`src/sv/sam_pkg.sv`:
```
`timescale 1ns / 1ps
// ----------------------------------------------------------------------------
// sam_pkg
// Shared types and constants for the saturating audio mixer: lane and
// pipeline payload layouts, register indexes and mix limits.
// ----------------------------------------------------------------------------
package sam_pkg;

	localparam int CHANNELS   = 4;
	localparam int SAMPLE_W   = 16;
	localparam int DIV_W      = 8;
	// one quotient bit per divider cell
	localparam int DIV_STEPS  = SAMPLE_W;
	localparam int STAGES     = DIV_STEPS + CHANNELS;
	localparam int CFG_IDX_W  = 3;
	localparam int CFG_DATA_W = 8;

	localparam logic signed [SAMPLE_W+1:0] MIX_HI = 18'sd32767;
	localparam logic signed [SAMPLE_W+1:0] MIX_LO = -18'sd32767;

	typedef enum logic [CFG_IDX_W-1:0] {
		REG_CHANNEL_ENABLE = 3'd0,
		REG_DIVISOR_CH0    = 3'd1,
		REG_DIVISOR_CH1    = 3'd2,
		REG_DIVISOR_CH2    = 3'd3,
		REG_DIVISOR_CH3    = 3'd4
	} reg_idx_t;

	// one channel inside the divider: sign, partial remainder, and a word that
	// shifts dividend bits out at the top and quotient bits in at the bottom
	typedef struct packed {
		logic                neg;
		logic [DIV_W-1:0]    rem;
		logic [SAMPLE_W-1:0] dq;
	} lane_t;

	typedef struct packed {
		lane_t [CHANNELS-1:0]       lane;
		logic signed [SAMPLE_W-1:0] acc;
		logic                       eob;
	} pipe_t;

endpackage

```
`src/sv/sam_div_cell.sv`:
```
`timescale 1ns / 1ps
// ----------------------------------------------------------------------------
// sam_div_cell
// One restoring-division step for every channel lane, registered, with an
// elastic valid/ready stage.
// ----------------------------------------------------------------------------
module sam_div_cell (
	input  logic                                           clk,
	input  logic                                           arst_n,
	input  logic [sam_pkg::CHANNELS-1:0][sam_pkg::DIV_W-1:0] divisor,
	input  logic                                           up_valid,
	output logic                                           up_ready,
	input  sam_pkg::pipe_t                                 up_data,
	output logic                                           dn_valid,
	input  logic                                           dn_ready,
	output sam_pkg::pipe_t                                 dn_data
);

	logic           valid_q;
	sam_pkg::pipe_t data_q;
	sam_pkg::pipe_t step;

	always_comb begin
		logic [sam_pkg::DIV_W:0] trial;
		logic [sam_pkg::DIV_W:0] diff;
		logic                    ge;
		step = up_data;
		for (int c = 0; c < sam_pkg::CHANNELS; c++) begin
			trial = {up_data.lane[c].rem, up_data.lane[c].dq[sam_pkg::SAMPLE_W-1]};
			diff  = trial - {1'b0, divisor[c]};
			ge    = (trial >= {1'b0, divisor[c]});
			step.lane[c].rem = ge ? diff[sam_pkg::DIV_W-1:0] : trial[sam_pkg::DIV_W-1:0];
			step.lane[c].dq  = {up_data.lane[c].dq[sam_pkg::SAMPLE_W-2:0], ge};
		end
	end

	assign up_ready = !valid_q || dn_ready;

	always_ff @(posedge clk or negedge arst_n) begin
		if (!arst_n) begin
			valid_q <= 1'b0;
		end else if (up_ready) begin
			valid_q <= up_valid;
		end
	end

	always_ff @(posedge clk) begin
		if (up_ready && up_valid) begin
			data_q <= step;
		end
	end

	assign dn_valid = valid_q;
	assign dn_data  = data_q;

endmodule

```
`src/sv/sam_acc_cell.sv`:
```
`timescale 1ns / 1ps
// ----------------------------------------------------------------------------
// sam_acc_cell
// Adds one channel's signed quotient to the running mix and clamps it when
// the channel is enabled, registered, with an elastic valid/ready stage.
// ----------------------------------------------------------------------------
module sam_acc_cell #(
	parameter int IDX = 0
) (
	input  logic           clk,
	input  logic           arst_n,
	input  logic           enable,
	input  logic           up_valid,
	output logic           up_ready,
	input  sam_pkg::pipe_t up_data,
	output logic           dn_valid,
	input  logic           dn_ready,
	output sam_pkg::pipe_t dn_data
);

	logic                                valid_q;
	sam_pkg::pipe_t                      data_q;
	sam_pkg::pipe_t                      step;
	logic signed [sam_pkg::SAMPLE_W:0]   mag;
	logic signed [sam_pkg::SAMPLE_W:0]   quot;
	logic signed [sam_pkg::SAMPLE_W+1:0] sum;

	always_comb begin
		mag  = $signed({1'b0, up_data.lane[IDX].dq});
		quot = up_data.lane[IDX].neg ? -mag : mag;
		sum  = 18'(up_data.acc) + 18'(quot);
		step = up_data;
		if (enable) begin
			if (sum > sam_pkg::MIX_HI) begin
				step.acc = sam_pkg::MIX_HI[sam_pkg::SAMPLE_W-1:0];
			end else if (sum < sam_pkg::MIX_LO) begin
				step.acc = sam_pkg::MIX_LO[sam_pkg::SAMPLE_W-1:0];
			end else begin
				step.acc = sum[sam_pkg::SAMPLE_W-1:0];
			end
		end
	end

	assign up_ready = !valid_q || dn_ready;

	always_ff @(posedge clk or negedge arst_n) begin
		if (!arst_n) begin
			valid_q <= 1'b0;
		end else if (up_ready) begin
			valid_q <= up_valid;
		end
	end

	always_ff @(posedge clk) begin
		if (up_ready && up_valid) begin
			data_q <= step;
		end
	end

	assign dn_valid = valid_q;
	assign dn_data  = data_q;

endmodule

```
`src/sv/saturating_audio_mixer_top.sv`:
```
`timescale 1ns / 1ps
// ----------------------------------------------------------------------------
// saturating_audio_mixer_top
// Four-channel saturating mixer: divides each enabled sample by its volume
// divisor (truncating toward zero) and sums with a clamp to +/-32767.
// ----------------------------------------------------------------------------
// Usage: the block takes one item per cycle while the output side keeps up,
// and returns one mixed item per item, in order. Each item walks through a
// row of registered cells: sixteen divider cells (one quotient bit each, all
// four channels side by side on the magnitude of the sample) followed by four
// accumulate cells (one channel each, in channel order, with the clamp after
// every add). Every cell is an elastic stage, so a stalled output only fills
// the row; the input keeps accepting until all 20 cells hold an item. The last
// cell is the output register. Configuration writes are taken every cycle
// (cfg_ready is tied high) and must only be issued while the row is empty; a
// divisor of zero acts as one, and writes to indexes above 4 are dropped.
// ----------------------------------------------------------------------------
module saturating_audio_mixer_top (
	input  logic                                  clk,
	input  logic                                  arst_n,
	// sample channel
	input  logic                                  in_valid,
	output logic                                  in_ready,
	input  logic signed [sam_pkg::SAMPLE_W-1:0]   ch0_sample,
	input  logic signed [sam_pkg::SAMPLE_W-1:0]   ch1_sample,
	input  logic signed [sam_pkg::SAMPLE_W-1:0]   ch2_sample,
	input  logic signed [sam_pkg::SAMPLE_W-1:0]   ch3_sample,
	input  logic                                  end_of_block,
	// mixed channel
	output logic                                  out_valid,
	input  logic                                  out_ready,
	output logic signed [sam_pkg::SAMPLE_W-1:0]   mixed_sample,
	output logic                                  end_of_block_out,
	// configuration write channel
	input  logic                                  cfg_valid,
	output logic                                  cfg_ready,
	input  logic [sam_pkg::CFG_IDX_W-1:0]         cfg_index,
	input  logic [sam_pkg::CFG_DATA_W-1:0]        cfg_data
);

	localparam int N = sam_pkg::STAGES;

	logic [sam_pkg::CHANNELS-1:0]                      enable_q;
	logic [sam_pkg::CHANNELS-1:0][sam_pkg::DIV_W-1:0]  divisor_q;
	logic [sam_pkg::CHANNELS-1:0][sam_pkg::DIV_W-1:0]  divisor_eff;
	logic signed [sam_pkg::CHANNELS-1:0][sam_pkg::SAMPLE_W-1:0] samples;

	logic           pv [N+1];
	logic           pr [N+1];
	sam_pkg::pipe_t pd [N+1];

	// ---------------- configuration registers ----------------
	assign cfg_ready = 1'b1;

	always_ff @(posedge clk or negedge arst_n) begin
		if (!arst_n) begin
			enable_q <= '0;
			for (int c = 0; c < sam_pkg::CHANNELS; c++) begin
				divisor_q[c] <= sam_pkg::DIV_W'(1);
			end
		end else if (cfg_valid) begin
			unique case (cfg_index)
				sam_pkg::REG_CHANNEL_ENABLE: enable_q     <= cfg_data[sam_pkg::CHANNELS-1:0];
				sam_pkg::REG_DIVISOR_CH0:    divisor_q[0] <= cfg_data;
				sam_pkg::REG_DIVISOR_CH1:    divisor_q[1] <= cfg_data;
				sam_pkg::REG_DIVISOR_CH2:    divisor_q[2] <= cfg_data;
				sam_pkg::REG_DIVISOR_CH3:    divisor_q[3] <= cfg_data;
				default: ;  // drop writes to unused indexes
			endcase
		end
	end

	// a zero divisor passes the sample undivided
	always_comb begin
		for (int c = 0; c < sam_pkg::CHANNELS; c++) begin
			divisor_eff[c] = (divisor_q[c] == '0) ? sam_pkg::DIV_W'(1) : divisor_q[c];
		end
	end

	// ---------------- entry: split each sample into sign and magnitude ----------------
	assign samples[0] = ch0_sample;
	assign samples[1] = ch1_sample;
	assign samples[2] = ch2_sample;
	assign samples[3] = ch3_sample;

	always_comb begin
		pd[0]     = '0;
		pd[0].eob = end_of_block;
		for (int c = 0; c < sam_pkg::CHANNELS; c++) begin
			pd[0].lane[c].neg = samples[c][sam_pkg::SAMPLE_W-1];
			pd[0].lane[c].rem = '0;
			// -32768 maps to magnitude 0x8000, which fits unsigned
			pd[0].lane[c].dq  = samples[c][sam_pkg::SAMPLE_W-1]
				? sam_pkg::SAMPLE_W'(~samples[c] + 1'b1) : samples[c];
		end
	end

	assign pv[0]    = in_valid;
	assign in_ready = pr[0];

	// ---------------- row of divider cells ----------------
	for (genvar k = 0; k < sam_pkg::DIV_STEPS; k++) begin : g_div
		sam_div_cell u_div (
			.clk      (clk),
			.arst_n   (arst_n),
			.divisor  (divisor_eff),
			.up_valid (pv[k]),
			.up_ready (pr[k]),
			.up_data  (pd[k]),
			.dn_valid (pv[k+1]),
			.dn_ready (pr[k+1]),
			.dn_data  (pd[k+1])
		);
	end

	// ---------------- row of accumulate cells, channel order ----------------
	for (genvar c = 0; c < sam_pkg::CHANNELS; c++) begin : g_acc
		sam_acc_cell #(
			.IDX (c)
		) u_acc (
			.clk      (clk),
			.arst_n   (arst_n),
			.enable   (enable_q[c]),
			.up_valid (pv[sam_pkg::DIV_STEPS+c]),
			.up_ready (pr[sam_pkg::DIV_STEPS+c]),
			.up_data  (pd[sam_pkg::DIV_STEPS+c]),
			.dn_valid (pv[sam_pkg::DIV_STEPS+c+1]),
			.dn_ready (pr[sam_pkg::DIV_STEPS+c+1]),
			.dn_data  (pd[sam_pkg::DIV_STEPS+c+1])
		);
	end

	// ---------------- output: the last cell is the output register ----------------
	assign out_valid        = pv[N];
	assign pr[N]            = out_ready;
	assign mixed_sample     = pd[N].acc;
	assign end_of_block_out = pd[N].eob;

endmodule

```
`config.mk`:
```
export PLATFORM = sky130hd
export DESIGN_NAME = saturating_audio_mixer_top
export DESIGN_NICKNAME = d
export VERILOG_FILES = /design/src/sv/sam_pkg.sv /design/src/sv/sam_div_cell.sv /design/src/sv/sam_acc_cell.sv /design/src/sv/saturating_audio_mixer_top.sv
export SDC_FILE = /design/constraint.sdc
export NUM_CORES = 2
export LEC_CHECK = 0
export ABC_AREA = 1
export BUFFER_PORTS_ARGS = -buffer_cell sky130_fd_sc_hd__buf_2
export CAP_MARGIN = 20
export CORE_ASPECT_RATIO = 1.4
export CORE_UTILIZATION = 35
export CTS_CLUSTER_DIAMETER = 40
export CTS_CLUSTER_SIZE = 28
export DETAILED_ROUTE_END_ITERATION = 7
export GPL_TIMING_DRIVEN = 0
export PLACE_DENSITY_LB_ADDON = 0.15
export SLEW_MARGIN = 10
export SYNTH_ARGS = -nofsm -noshare
export SYNTH_HDL_FRONTEND = slang
export SYNTH_SLANG_ARGS = --single-unit
```
`constraint.sdc`:
```
create_clock -name clk -period 7.5 [get_ports clk]
set_input_delay 1.5 -clock clk [delete_from_list [all_inputs] [get_ports clk]]
set_output_delay 1.5 -clock clk [all_outputs]
set_load 0.02 [all_outputs]
```
Word-level counts from Yosys, hierarchy flattened. Cells that the tools add are included.

Register bits after elaboration: 1810. Input bits: 81.

Add/sub/neg operators: 71. Magnitude comparators: 72. Equal/unequal tests: 4. Muxes and demuxes: 83. Bitwise operators: 5. Reductions and logical operators: 71.

Operator list (count): $ge A9 B8 Y1 (60); $mux W8 (60); $sub A8 B8 Y8 (56); $mux W16 (14); $mux W17 (4); $neg A16 Y17 (4); $add A16 B1 Y16 const B (4); $not A16 Y16 (4); $add A16 B17 Y18 (3); $gt A18 B16 Y1 const B (3); $lt A18 B16 Y1 const B (3); $ge A1 B8 Y1 (4); $logic_not A8 Y1 (4); $sub A1 B8 Y8 (4); $logic_and A1 B1 Y1 (20); $logic_not A1 Y1 (20); $logic_or A1 B1 Y1 (20); $gt A17 B16 Y1 const B (1); $lt A17 B16 Y1 const B (1); $mux W15 (1); $reduce_and A2 Y1 (5); $eq A3 B2 Y1 const B (2); $mux W1 (4); $eq A3 B1 Y1 const B (1); other kinds (4) (4).

Longest topological paths before layout.
Depth after elaboration: 22. Mapped depth: 29. Mapped depth without buffers: 29.

Cells and area by module. A second synthesis with hierarchy kept.

Cell total of the unflattened synthesis: 11413. Area, all modules: 120230.3 um2.

By module, submodules not included: sam_div_cell (g_div[0].u_div ...) (instances 12, cells an instance 559, area each 5979.5 um2); sam_div_cell (g_div[1].u_div ...) (instances 4, cells an instance 560, area each 5830.6 um2); sam_acc_cell (g_acc[0].u_acc ...) (instances 3, cells an instance 491, area each 5451.5 um2); sam_acc_cell (g_acc[3].u_acc) (instances 1, cells an instance 483, area each 5486.5 um2); saturating_audio_mixer_top (instances 1, cells an instance 509, area each 3313.2 um2).

Worst setup path before layout. OpenSTA, ideal clock, no wires.

Path type: input port to flip-flop. Start point: input out_ready. End point: register g_div[7].u_div.data_q (netlist bit g_div[7].u_div.dn_data[0]) (enable). Library setup time: 594 ps. Arrival time: 6829 ps. Setup slack: 77 ps. Cell stages on the path: 8. Path buffers: 0. Path through: inv_1 -> nand4_2 -> nor2_2 -> nand4_2 -> nor2_4 -> nand4_4 -> nor2_4 -> a21oi_1.

Cells in the longest elaborated chain, start to end: 14.

RTL lines: start, declared (RTL line saturating_audio_mixer_top.sv:31) `input logic out_ready,`; $logic_or A1 B1 Y1 (4 in series) (RTL line sam_acc_cell.sv:44) `assign up_ready = !valid_q || dn_ready;`; $logic_or A1 B1 Y1 (9 in series) (RTL line sam_div_cell.sv:37) `assign up_ready = !valid_q || dn_ready;`; $logic_and A1 B1 Y1 (RTL line sam_div_cell.sv:48) `if (up_ready && up_valid) begin`; end signal, assigned (RTL line sam_div_cell.sv:49) `data_q <= step;`; end, declared (RTL line sam_div_cell.sv:20) `sam_pkg::pipe_t data_q;`.

Every way passes these cells. A chain may end at the register's enable or synchronous reset.

Final worst setup path.
Start point: input out_ready. End point: output in_ready.

Cells in the longest elaborated chain, start to end: 20.

RTL lines: $logic_or A1 B1 Y1 (4 in series) (RTL line sam_acc_cell.sv:44); $logic_or A1 B1 Y1 (16 in series) (RTL line sam_div_cell.sv:37); end, declared (RTL line saturating_audio_mixer_top.sv:23) `output logic in_ready,`.

Every way passes these cells.

==> metrics.yaml <==
outcome: "finished clean"
ys_ff_latch: 1810
power_density_nw_per_um2: 462
min_path_type: "reg2reg"
dp_hpwl_um: 129000
yosys_warnings: 0
port_buffers: 99
syn2layout_area_growth_pct: 16.0
setup_tns_ns: 0
drc: 0
syn_area_um2: 84200
drive_gt1_frac: 0.105
crit_required_ns: 6.00
setup_viol: 0
hold_violations: 0
cts_hold_buf: 0
ys_seq_area_frac: 0.642
grt_usage: 0.148
syn_inst: 6823
dr.pass1.iters: 6
wl_per_cell_um: 17.3
cts_buffers: 229
grt_first_pass_wirelength_um: 281000
criticalPathCategory: "in2out"
synthTopCellsByArea: "edfxtp_1, ha_1, a21oi_1, inv_1, nand2_1"
drv_slew: 0
drtIter0Drc: 2691
cts-root-buf: "clkbuf_16"
synth-edff-count: 1754
drv_cap: 0
antenna_found_initial: 2
syn_nets: 7510
die_area_um2: 243000
finalCriticalPeriod_ns: 5.52
yosys.area.top_type: "edfxtp_1"
coreArea_um2: 239000
initial_core_util: 0.353
antenna_left: 0
io-pin-count: 101
wl_um: 182000
start_kind: "input port"
fin_util: 0.409
grt_max_degree: 70
layout.nets: 7889
critical_path_arrival_ns: 4.02
fmax_ghz: 0.181
skew_ns: 0.0666
num_rows: 212
cts_tree: "yes"
ys_async_sr_fraction: 0.0309
synth_common_cells: "edfxtp_1, inv_1, nand2_1"
cts-resized-gates: 0
worst_pin_slew_ns: 1.11
die_x_um: 417
fin_crit_sh: 0.737
place_congestion: 0.868
clk-insertion-delay-late_ns: 0.86
overflow: 0
postCtsSetupBuffers: 0
worst_setup_path_end_kind: "output pin"
power.leakage_nw: 39.0
clk_path_buf_depth: 4
yosys.cell_types.count: 57
synth_most_common_cell: "edfxtp_1"
clk_pin_slew_ns: 0.07
syn_avg_cell_area_um2: 12.3
cts_max_level: 4
via_count: 50300
ys.flop_type: "edfxtp_1"
max_slew_margin: 0.261
path_max_fanout: 4
die_h_um: 583
grt_pass1_vias: 51200
cts_sinks: 1810
vias_per_cell: 4.79
ir_drop_v: 0.000247
synth_top_area_frac: 0.625
rsz0062_at_grt: "no"
## flip-flops by register name, indices dropped and copies added (netlist names)
name / flops
g_div.u_div.dn_data: 1584
g_acc.u_acc.dn_data: 170
divisor_q: 32
g_div.u_div.dn_valid: 16
enable_q: 4
g_acc.u_acc.dn_valid: 4
## final timing paths
| kind | cells after the start | start | slack [ns] | endpoint |
|---|---|---|---|---|
| worst max-delay path | 14 | out_ready | 1.98 | in_ready |
| worst min register to register | 0 | g_div[11].u_div.dn_data[28]$_DFFE_PP_ | 0.39 | g_div[12].u_div.dn_data[29]$_DFFE_PP_ |
| min in group asynchronous | 1 | arst_n | 0.53 | g_acc[0].u_acc.dn_valid$_DFFE_PN0P_ |
| max in group asynchronous | 2 | arst_n | 6.30 | divisor_q[24]$_DFFE_PN1P_ |
| worst max register to register | 15 | divisor_q[20]$_DFFE_PN0P_ | 3.07 | g_div[9].u_div.dn_data[89]$_DFFE_PP_ |
| worst min-delay path | 0 | g_div[11].u_div.dn_data[28]$_DFFE_PP_ | 0.39 | g_div[12].u_div.dn_data[29]$_DFFE_PP_ |
## layout make-up
class,count,area [um^2]
diodes,6,15.0
plain buffers,85,651
clock buffers,246,5920
clock inverters,174,1940
fillers,22200,141000
inverters,788,3000
multi-input cells,4140,26600
flip-flops and latches,1810,54100
well taps,3103,3880
repair buffers,148,1610
## placed cells by master, fill, tap and decap left out, types with 23 or more instances in the layout
cell type / instances
inv_8: 34
a211oi_1: 44
xor2_1: 299
nand2_1: 753
dfrtp_1: 48
clkbuf_16: 233
nand4_1: 75
nor3_1: 116
or2_2: 34
nand3_1: 117
xnor2_1: 123
nor4_1: 35
buf_2: 102
o41ai_1: 23
ha_1: 547
o21ai_0: 295
a31oi_1: 44
clkbuf_1: 27
a21o_1: 57
o21ai_1: 58
edfxtp_1: 1754
buf_6: 23
fa_1: 59
buf_4: 39
buf_12: 32
nor2_1: 678
inv_6: 53
inv_1: 778
a21oi_1: 602
nand2_2: 41
## where the power goes
part	switching [mW]	leakage (nW)	internal, mW
logic	11.0	17.5	6.83
clock network	4.75	3.84	6.38
registers	1.30	17.7	14.9
## metrics by stage
step           hold WS (ns)  area [um^2]  setup WS, ns  power [mW]  cells
2_1_floorplan         0.400        84200        0.0766        29.5   6823
3_3_place_gp          0.401        88600         -4.61        33.9  10000
3_5_place_dp          0.405        89800          1.94        34.3  10100
4_1_cts               0.387        97700          1.93        45.7  10500
5_1_grt               0.391        97700          1.81        48.6  10500
6_report              0.394        97700          1.98        45.1  10500
## cell families after synthesis
kind of cell,after synthesis,synth area share
and+or+nand+nor,1927,0.0985
DFF,1810,0.642
AOI/OAI and AO/OA,1182,0.0773
buffers and inverters,873,0.0428
adders and majority gates,606,0.0953
xor gates and xnor gates,423,0.0441
other,1,0.0000445
muxes,1,0.000119
## per-layer routing
layer / vias to the layer above / wire (um) / share of wire / GRT usage
met5: - / 0 / 0 / 0
met4: 0 / 6840 / 0.038 / 0.0588
met3: 363 / 6480 / 0.036 / 0.0217
met2: 800 / 95700 / 0.53 / 0.277
met1: 24200 / 72800 / 0.40 / 0.168
li1: 25000 / - / - / -
## worst max-delay path, cell delays in order
cell	delay, ns
buf_2	0.09
inv_1	0.07
nand4_2	0.17
nor2_2	0.35
nand4_2	0.26
nor2_4	0.26
nand4_4	0.15
nor2_4	0.22
nand2_2	0.09
nor2_2	0.13
nand3_2	0.12
nor2_4	0.17
nand4_2	0.19
buf_2	0.22
(Power assumes the default switching activity.)
